## src/hw/rtl/stokes_parameter_integrator_unit_defines.svh

```systemverilog
// ----------------------------------------------------------------------------
// Stokes integrator assertion macros
// Shared concurrent assertion forms, clocked on clk and quiet during rst.
// ----------------------------------------------------------------------------
`ifndef STOKES_PARAMETER_INTEGRATOR_UNIT_DEFINES_SVH
`define STOKES_PARAMETER_INTEGRATOR_UNIT_DEFINES_SVH

// Same-cycle implication
`define SPIU_ASSERT_IMP(label, ante, cons, msg) \
  label: assert property (@(posedge clk) disable iff (rst) (ante) |-> (cons)) \
    else $error(msg);

// Next-cycle implication
`define SPIU_ASSERT_NXT(label, ante, cons, msg) \
  label: assert property (@(posedge clk) disable iff (rst) (ante) |=> (cons)) \
    else $error(msg);

`endif

```

## src/hw/rtl/spiu_pkg.sv

```systemverilog
// ----------------------------------------------------------------------------
// Stokes integrator package
// Widths, saturation limits, sequencer states and control bundle.
// ----------------------------------------------------------------------------
package spiu_pkg;

  localparam int SAMPLE_W     = 16;
  localparam int PROD_W       = 2 * SAMPLE_W;
  localparam int TERM_W       = PROD_W + 2;
  localparam int ACC_W        = 45;
  localparam int WIDE_W       = ACC_W + 2;
  localparam int DIV_W        = 7;
  localparam int STOKES_COUNT = 4;
  localparam int LANE_W       = $clog2(STOKES_COUNT);
  localparam int MAC_STEPS    = 8;
  localparam int MAC_W        = $clog2(MAC_STEPS);
  localparam int DIV_STEPS    = ACC_W;
  localparam int DCNT_W       = $clog2(DIV_STEPS);

  // Configuration register indexes
  localparam logic REG_ALL_STOKES = 1'b0;
  localparam logic REG_DIVISOR    = 1'b1;

  localparam logic [ACC_W-1:0] U_MAX = {ACC_W{1'b1}};
  localparam logic signed [WIDE_W-1:0] WIDE_U_MAX = {2'b00, {ACC_W{1'b1}}};
  localparam logic signed [WIDE_W-1:0] WIDE_S_MAX =
    {{(WIDE_W-ACC_W+1){1'b0}}, {(ACC_W-1){1'b1}}};
  localparam logic signed [WIDE_W-1:0] WIDE_S_MIN =
    {{(WIDE_W-ACC_W+1){1'b1}}, {(ACC_W-1){1'b0}}};

  typedef enum logic [2:0] {
    ST_IDLE,
    ST_MAC,
    ST_ACCUM,
    ST_DIV_LOAD,
    ST_DIV_RUN,
    ST_DIV_STORE,
    ST_PUBLISH
  } st_t;

  typedef struct packed {
    logic in_stall;
    logic accept;
    logic mac_en;
    logic accum_en;
    logic div_load;
    logic div_step;
    logic div_store;
    logic publish;
  } ctrl_t;

  function automatic logic [ACC_W-1:0] sat_unsigned(input logic signed [WIDE_W-1:0] v);
    logic [ACC_W-1:0] r;
    if (v > WIDE_U_MAX) r = U_MAX;
    else if (v < 0) r = '0;
    else r = v[ACC_W-1:0];
    return r;
  endfunction

  function automatic logic signed [ACC_W-1:0] sat_signed(input logic signed [WIDE_W-1:0] v);
    logic signed [ACC_W-1:0] r;
    if (v > WIDE_S_MAX) r = WIDE_S_MAX[ACC_W-1:0];
    else if (v < WIDE_S_MIN) r = WIDE_S_MIN[ACC_W-1:0];
    else r = v[ACC_W-1:0];
    return r;
  endfunction

endpackage

```

## src/hw/rtl/stokes_parameter_integrator_unit.sv

```systemverilog
// ----------------------------------------------------------------------------
// Stokes parameter integrator
// Accumulates Stokes I, Q, U, V over a window and emits the averaged sums.
// ----------------------------------------------------------------------------
// Usage:
//   Input channel (in_valid / in_stall): one dual-polarization sample per item,
//   with station_valid (add it or skip it) and window_end (emit after it).
//   Output channel (out_valid / out_stall): one result item per window end.
//   Config channel (cfg_valid / cfg_ready, always ready): index 0 all_stokes,
//   index 1 average_divisor (0 acts as 1). Write only while the block is idle.
// Sequencing:
//   A skipped item that does not end a window leaves the sequencer idle. For a
//   valid sample the eight cross and power products go one per cycle
//   through a single 16x16 multiply-accumulate unit, then one saturating
//   update of the sums follows (I alone when all_stokes is 0). A window end
//   runs one shared restoring divider over each sum (45 quotient bits,
//   one per cycle, plus a load and a store step per sum) and a publish step,
//   which waits for a free output slot before out_valid rises.
// Reset clears the sums, the sequencer and out_valid, and sets all_stokes=1,
// average_divisor=1. A stalled result sits in the output register; the block
// still takes items until it needs to publish the next result, then holds.
// ----------------------------------------------------------------------------
`include "stokes_parameter_integrator_unit_defines.svh"

module stokes_parameter_integrator_unit (
  input  logic                                clk,
  input  logic                                rst,
  // sample input
  input  logic                                in_valid,
  output logic                                in_stall,
  input  logic signed [spiu_pkg::SAMPLE_W-1:0] x_re,
  input  logic signed [spiu_pkg::SAMPLE_W-1:0] x_im,
  input  logic signed [spiu_pkg::SAMPLE_W-1:0] y_re,
  input  logic signed [spiu_pkg::SAMPLE_W-1:0] y_im,
  input  logic                                station_valid,
  input  logic                                window_end,
  // result output
  output logic                                out_valid,
  input  logic                                out_stall,
  output logic [spiu_pkg::ACC_W-1:0]          stokes_i,
  output logic signed [spiu_pkg::ACC_W-1:0]   stokes_q,
  output logic signed [spiu_pkg::ACC_W-1:0]   stokes_u,
  output logic signed [spiu_pkg::ACC_W-1:0]   stokes_v,
  // configuration
  input  logic                                cfg_valid,
  output logic                                cfg_ready,
  input  logic                                cfg_index,
  input  logic [spiu_pkg::DIV_W-1:0]          cfg_data
);
  import spiu_pkg::*;

  st_t   state, state_next;
  ctrl_t ctrl;

  // configuration registers
  logic             all_stokes;
  logic [DIV_W-1:0] average_divisor;
  logic [DIV_W-1:0] divisor;

  // captured item
  logic signed [SAMPLE_W-1:0] cap_x_re, cap_x_im, cap_y_re, cap_y_im;
  logic                       cap_window_end;

  // multiply-accumulate unit
  logic [MAC_W-1:0]           mac_step;
  logic signed [SAMPLE_W-1:0] op_a, op_b;
  logic signed [PROD_W-1:0]   prod;
  logic signed [TERM_W-1:0]   term;
  logic signed [TERM_W-1:0]   part [STOKES_COUNT];
  logic [LANE_W-1:0]          part_idx;

  // window sums
  logic [ACC_W-1:0]          sum_i;
  logic signed [ACC_W-1:0]   sum_q, sum_u, sum_v;
  logic signed [WIDE_W-1:0]  i_wide, q_wide, u_wide, v_wide;

  // shared divider
  logic [LANE_W-1:0]        div_lane;
  logic [DCNT_W-1:0]        div_cnt;
  logic [DIV_W-1:0]         div_rem;
  logic [ACC_W-1:0]         div_quo;
  logic                     div_neg;
  logic [ACC_W-1:0]         lane_val;
  logic                     lane_neg;
  logic [DIV_W:0]           rem_shift;
  logic                     rem_ge;
  logic [DIV_W:0]           rem_diff;
  logic [ACC_W-1:0]         res [STOKES_COUNT];

  logic slot_free;

  assign cfg_ready = 1'b1;
  assign in_stall  = ctrl.in_stall;
  assign slot_free = !out_valid || !out_stall;
  assign divisor   = (average_divisor == '0) ? DIV_W'(1) : average_divisor;

  // --------------------------------------------------------------------------
  // Sequencer
  // --------------------------------------------------------------------------
  always_ff @(posedge clk) begin
    if (rst) begin
      state <= ST_IDLE;
    end else begin
      state <= state_next;
    end
  end

  always_comb begin
    state_next = state;
    unique case (state)
      ST_IDLE: begin
        if (in_valid) begin
          if (station_valid) state_next = ST_MAC;
          else if (window_end) state_next = ST_DIV_LOAD;
        end
      end
      ST_MAC: begin
        if (mac_step == MAC_W'(MAC_STEPS-1)) state_next = ST_ACCUM;
      end
      ST_ACCUM: begin
        state_next = cap_window_end ? ST_DIV_LOAD : ST_IDLE;
      end
      ST_DIV_LOAD: begin
        state_next = ST_DIV_RUN;
      end
      ST_DIV_RUN: begin
        if (div_cnt == DCNT_W'(DIV_STEPS-1)) state_next = ST_DIV_STORE;
      end
      ST_DIV_STORE: begin
        state_next = (div_lane == LANE_W'(STOKES_COUNT-1)) ? ST_PUBLISH : ST_DIV_LOAD;
      end
      ST_PUBLISH: begin
        if (slot_free) state_next = ST_IDLE;
      end
      default: state_next = ST_IDLE;
    endcase
  end

  always_comb begin
    ctrl = '0;
    ctrl.in_stall = 1'b1;
    unique case (state)
      ST_IDLE: begin
        ctrl.in_stall = 1'b0;
        ctrl.accept   = in_valid;
      end
      ST_MAC:       ctrl.mac_en    = 1'b1;
      ST_ACCUM:     ctrl.accum_en  = 1'b1;
      ST_DIV_LOAD:  ctrl.div_load  = 1'b1;
      ST_DIV_RUN:   ctrl.div_step  = 1'b1;
      ST_DIV_STORE: ctrl.div_store = 1'b1;
      ST_PUBLISH:   ctrl.publish   = slot_free;
      default:      ctrl.in_stall  = 1'b1;
    endcase
  end

  // --------------------------------------------------------------------------
  // Configuration
  // --------------------------------------------------------------------------
  always_ff @(posedge clk) begin
    if (rst) begin
      all_stokes      <= 1'b1;
      average_divisor <= DIV_W'(1);
    end else if (cfg_valid && cfg_ready) begin
      unique case (cfg_index)
        REG_ALL_STOKES: all_stokes      <= cfg_data[0];
        REG_DIVISOR:    average_divisor <= cfg_data;
        default:        all_stokes      <= all_stokes;
      endcase
    end
  end

  // Hold the item for the whole pass.
  always_ff @(posedge clk) begin
    if (ctrl.accept) begin
      cap_x_re       <= x_re;
      cap_x_im       <= x_im;
      cap_y_re       <= y_re;
      cap_y_im       <= y_im;
      cap_window_end <= window_end;
    end
  end

  // --------------------------------------------------------------------------
  // Multiply-accumulate: pairs of products land in one partial each.
  //   part 0 = |X|^2, part 1 = |Y|^2, part 2 = Re(X conj Y), part 3 = Im(X conj Y)
  // --------------------------------------------------------------------------
  always_comb begin
    unique case (mac_step)
      3'd0:    begin op_a = cap_x_re; op_b = cap_x_re; end
      3'd1:    begin op_a = cap_x_im; op_b = cap_x_im; end
      3'd2:    begin op_a = cap_y_re; op_b = cap_y_re; end
      3'd3:    begin op_a = cap_y_im; op_b = cap_y_im; end
      3'd4:    begin op_a = cap_x_re; op_b = cap_y_re; end
      3'd5:    begin op_a = cap_x_im; op_b = cap_y_im; end
      3'd6:    begin op_a = cap_x_im; op_b = cap_y_re; end
      default: begin op_a = cap_x_re; op_b = cap_y_im; end
    endcase
  end

  assign prod     = op_a * op_b;
  // The last product enters V with a minus sign.
  assign term     = (mac_step == MAC_W'(MAC_STEPS-1)) ? -TERM_W'(prod) : TERM_W'(prod);
  assign part_idx = mac_step[MAC_W-1:1];

  always_ff @(posedge clk) begin
    if (rst) begin
      mac_step <= '0;
    end else if (ctrl.mac_en) begin
      mac_step <= mac_step + MAC_W'(1);
    end
  end

  always_ff @(posedge clk) begin
    if (ctrl.mac_en) begin
      if (mac_step[0]) part[part_idx] <= part[part_idx] + term;
      else part[part_idx] <= term;
    end
  end

  // --------------------------------------------------------------------------
  // Saturating window sums
  // --------------------------------------------------------------------------
  assign i_wide = $signed({2'b00, sum_i}) + WIDE_W'(part[0]) + WIDE_W'(part[1]);
  assign q_wide = WIDE_W'(sum_q) + WIDE_W'(part[0]) - WIDE_W'(part[1]);
  assign u_wide = WIDE_W'(sum_u) + WIDE_W'(part[2]);
  assign v_wide = WIDE_W'(sum_v) + WIDE_W'(part[3]);

  always_ff @(posedge clk) begin
    if (rst || ctrl.publish) begin
      sum_i <= '0;
      sum_q <= '0;
      sum_u <= '0;
      sum_v <= '0;
    end else if (ctrl.accum_en) begin
      sum_i <= sat_unsigned(i_wide);
      if (all_stokes) begin
        sum_q <= sat_signed(q_wide);
        sum_u <= sat_signed(u_wide);
        sum_v <= sat_signed(v_wide);
      end
    end
  end

  // --------------------------------------------------------------------------
  // Shared divider: magnitude restoring division, one quotient bit a cycle,
  // sign restored at store so the quotient truncates toward zero.
  // --------------------------------------------------------------------------
  always_comb begin
    unique case (div_lane)
      2'd0:    lane_val = sum_i;
      2'd1:    lane_val = sum_q;
      2'd2:    lane_val = sum_u;
      default: lane_val = sum_v;
    endcase
  end

  assign lane_neg  = (div_lane != '0) && lane_val[ACC_W-1];
  assign rem_shift = {div_rem, div_quo[ACC_W-1]};
  assign rem_ge    = rem_shift >= {1'b0, divisor};
  assign rem_diff  = rem_shift - {1'b0, divisor};

  always_ff @(posedge clk) begin
    if (rst) begin
      div_lane <= '0;
      div_cnt  <= '0;
    end else begin
      if (ctrl.div_load) div_cnt <= '0;
      else if (ctrl.div_step) div_cnt <= div_cnt + DCNT_W'(1);
      if (ctrl.div_store) div_lane <= div_lane + LANE_W'(1);
    end
  end

  always_ff @(posedge clk) begin
    if (ctrl.div_load) begin
      div_rem <= '0;
      div_neg <= lane_neg;
      div_quo <= lane_neg ? -lane_val : lane_val;
    end else if (ctrl.div_step) begin
      div_rem <= rem_ge ? rem_diff[DIV_W-1:0] : rem_shift[DIV_W-1:0];
      div_quo <= {div_quo[ACC_W-2:0], rem_ge};
    end
    if (ctrl.div_store) begin
      res[div_lane] <= div_neg ? -div_quo : div_quo;
    end
  end

  // --------------------------------------------------------------------------
  // Output register: load when the slot is free, drop valid once taken.
  // --------------------------------------------------------------------------
  always_ff @(posedge clk) begin
    if (rst) begin
      out_valid <= 1'b0;
    end else if (ctrl.publish) begin
      out_valid <= 1'b1;
    end else if (out_valid && !out_stall) begin
      out_valid <= 1'b0;
    end
  end

  always_ff @(posedge clk) begin
    if (ctrl.publish) begin
      stokes_i <= res[0];
      stokes_q <= all_stokes ? res[1] : '0;
      stokes_u <= all_stokes ? res[2] : '0;
      stokes_v <= all_stokes ? res[3] : '0;
    end
  end

  // --------------------------------------------------------------------------
  // Assertions
  // --------------------------------------------------------------------------
  `SPIU_ASSERT_IMP(a_publish_free, ctrl.publish, (!out_valid || !out_stall), "result overwrite")
  `SPIU_ASSERT_NXT(a_clear_sums, ctrl.publish,
    (sum_i == '0 && sum_q == '0 && sum_u == '0 && sum_v == '0), "sums not cleared")
  `SPIU_ASSERT_IMP(a_rise_from_publish, $rose(out_valid),
    ($past(state) == ST_PUBLISH), "stray result")

endmodule

```

## config.mk

```make
export PLATFORM = sky130hd
export DESIGN_NAME = stokes_parameter_integrator_unit
export DESIGN_NICKNAME = d
export VERILOG_FILES = /design/src/hw/rtl/spiu_pkg.sv /design/src/hw/rtl/stokes_parameter_integrator_unit.sv
export VERILOG_INCLUDE_DIRS = /design/src /design/src/hw/rtl
export SDC_FILE = /design/constraint.sdc
export NUM_CORES = 2
export LEC_CHECK = 0
export BUFFER_PORTS_ARGS = -buffer_cell sky130_fd_sc_hd__buf_2
export CORE_ASPECT_RATIO = 0.75
export CORE_MARGIN = 8
export CORE_UTILIZATION = 45
export CTS_CLUSTER_SIZE = 25
export DETAILED_ROUTE_END_ITERATION = 10
export SYNTH_ARGS = -nofsm -noshare
export SYNTH_HDL_FRONTEND = slang
export SYNTH_SLANG_ARGS = --single-unit
```

## constraint.sdc

```tcl
create_clock -name clk -period 22.1 [get_ports clk]
set_input_delay 4.42 -clock clk [delete_from_list [all_inputs] [get_ports clk]]
set_output_delay 4.42 -clock clk [all_outputs]
set_load 0.05 [all_outputs]
```

==> qor.yml <==
numCtsBuffers: 85
grt_pass1_vias: 42100
clkSlewWorstSetupHoldPaths_ns: 0.07
synth-compound-area-share: 0.158
setup_tns_ns: 0
start_util: 0.452
regArea_um2: 22500
dr.pass1.iters: 9
multi_input_area_um2: 31700
gp_congestion: 1.02
cts_max_level: 3
synth_cell_types: 106
antenna_found_initial: 2
setup_violations: 0
cts-resized-gates: 0
dp_hpwl_mm: 136
io_pins: 262
synth_area_um2: 57100
worst-path-max-fanout: 31
yosysSeqAreaShare: 0.393
ys_seq_elements: 819
netlist_top_cells_count: "edfxtp_1 (607), inv_1 (584), nand2_1 (506)"
postCtsSetupBuffers: 0
worst_clock_skew_ns: 0.0708
fillCellCount: 11400
synth_cells: 5610
die_y_um: 325
synth-simple-area-share: 0.122
rsz0062_at_grt: "false"
yosys-top-cells-area: "edfxtp_1 (32%), fa_1 (13%), dfxtp_1 (7.4%), ha_1 (7.0%), inv_1 (3.8%)"
slew_viol_final: 0
die_x_um: 427
cts_tree: "yes"
max_clock_freq_ghz: 0.0790
grt_max_degree: 182
max_cap_violations: 0
grt_overflow_total: 0
dieArea_um2: 139000
ys_warn_count: 0
synth_top_family_by_area: "adder cells"
synth_xor_area_frac: 0.0524
cp-end-kind: "register"
crit_path_start_kind: "register"
relSlewSlack: 0.115
nets: 6556
num_vias: 43900
post-route-period-util: 0.573
required_ns: 22.58
drive_above_1_share: 0.104
synth_edf_count: 607
grt_pass1_wl_mm: 270
remaining_drc_errors: 0
drt_wl_total_mm: 177
antenna_cells: 0
viasPerCell: 5.82
synth.top_cell.area_share: 0.319
rows: 113
max_stage_delay_ns: 1.01
post_synth.cell_area_avg_um2: 10.2
grt_usage: 0.252
yosys.area_share.adder: 0.203
yosysMostFrequentCell: "edfxtp_1"
final_hold_viol_count: 0
first_iter_violations: 4899
yosys_most_used_dff: "edfxtp_1"
tightest_slew_ns: 1.33
cts_root_buffer: "clkbuf_16"
synthToLayoutAreaGrowth_pct: 10.7
cp_data_arrival_time_ns: 13.14
clock_sinks: 819
cts_buffer_depth: 3
slowest_stage: "o21ai_0"
hp-class: "reg -> reg"
core_um2: 126000
yosysTopAreaCell: "edfxtp_1"
io_buffers: 260
critPathKind: "reg -> reg"
wl_per_cell_um: 23.5
postSynthNetCount: 6366
clock_latency_ns: 0.72
outcome: "finished clean"
cp_common_cell: "fa_1"
holdBufCountCts: 0
synth-async-reset-ratio: 0
muxShareOfSynthArea: 0.0166
period_needed_ns: 12.66
ant_nets: 0
-- registers in the layout, indices dropped and copies added, names as in the netlist, 45 cells and up, named ones only --
name      flops
part        136
stokes_v     45
stokes_i     45
res         180
sum_i        45
div_quo      45
stokes_u     45
sum_u        45
stokes_q     45
sum_v        45
sum_q        45
-- cell families (layout without fill, tap and decap cells) --
| family | count (synthesis) | count (layout) |
|---|---|---|
| AND/OR/NAND/NOR | 1474 | 1474 |
| AO/OA/AOI/OAI | 1395 | 1395 |
| flip-flops | 819 | 819 |
| buffers and inverters | 811 | 1072 |
| adder cells (fa/ha/maj) | 721 | 721 |
| XOR/XNOR | 337 | 337 |
| multiplexers | 52 | 52 |
| other | 1 | 1 |
-- final cells by class --
class / instances / area share
timing repair buffer: 329 / 0.0290
sequential: 819 / 0.355
tap: 1667 / 0.0330
clock buffer: 100 / 0.0350
inverter: 585 / 0.0347
multi-input combinational: 3980 / 0.502
clock inverter: 58 / 0.0110
-- cells in the final DEF, fill, tap and decap left out, types with 19 or more instances in the layout --
cell type  Yosys  routed
or2_2         28      28
nand2_1      506     505
ha_1         319     316
o31ai_1       36      36
maj3_1        43      43
clkbuf_16      0      85
a222oi_1      37      37
nor2b_1       49      48
buf_2         10     260
dfxtp_1      212     209
o211ai_1      19      19
o21ai_1       20      20
nand3_1       60      60
edfxtp_1     607     607
xnor2_1      221     220
mux4_2        34      34
fa_1         358     358
nand4_1       31      31
a31oi_1       26      26
o21a_1        48      48
o22ai_1       41      41
nor3_1        52      46
inv_1        584     582
xor2_1       113     113
a221oi_1      70      68
nor2_1       379     377
or3_1         43      43
a21o_1       160     160
o21ai_0      316     314
and2_1       171     166
and3_1        26      26
a211oi_1      26      26
a21oi_1      393     391
o21bai_1      38      38
nand2b_1      70      70
buf_4          1      68
-- path summary, 6_finish.rpt --
kind                     from           end  slack [ns]  cells after the start
setup / recovery  mac_step[2]   part[1][32]        9.44                     38
hold / removal     res[0][15]  stokes_i[15]        0.40                      0
setup reg to reg  mac_step[2]   part[1][32]        9.44                     38
hold reg to reg    res[0][15]  stokes_i[15]        0.40                      0
-- worst max-delay path, delay by kind of cell, from the launching register on --
family,cells,cell delay [ns]
AOI/OAI and AO/OA,11,3.52
and+or+nand+nor,8,2.14
muxes,1,0.33
buffers and inverters,6,0.72
xor gates and xnor gates,2,0.39
DFF,1,0.59
adders and majority gates,10,4.71
-- per-stage QoR --
stage	cells	worst slack (ns)	cell area (um^2)	utilization	hold slack [ns]
finish	7538	9.44	63200	0.501	0.404
floorplan	5610	6.57	57100	-	0.400
global placement	7380	9.81	60300	0.478	0.402
global route	7538	8.58	63200	0.501	0.415
CTS	7538	9.60	63200	0.501	0.396
detailed placement	7380	9.76	60300	0.478	0.405
-- metal layers --
metal	vias to the layer above	global-route usage	routed length [um]
li1	20100	-	-
met1	21700	0.409	87000
met2	1859	0.330	68000
met3	194	0.0718	19200
met4	0	0.0458	3200
met5	-	0	0
Power is not shown: default switching activity piles up to over one toggle a cycle in this logic, so the estimate is an artifact.
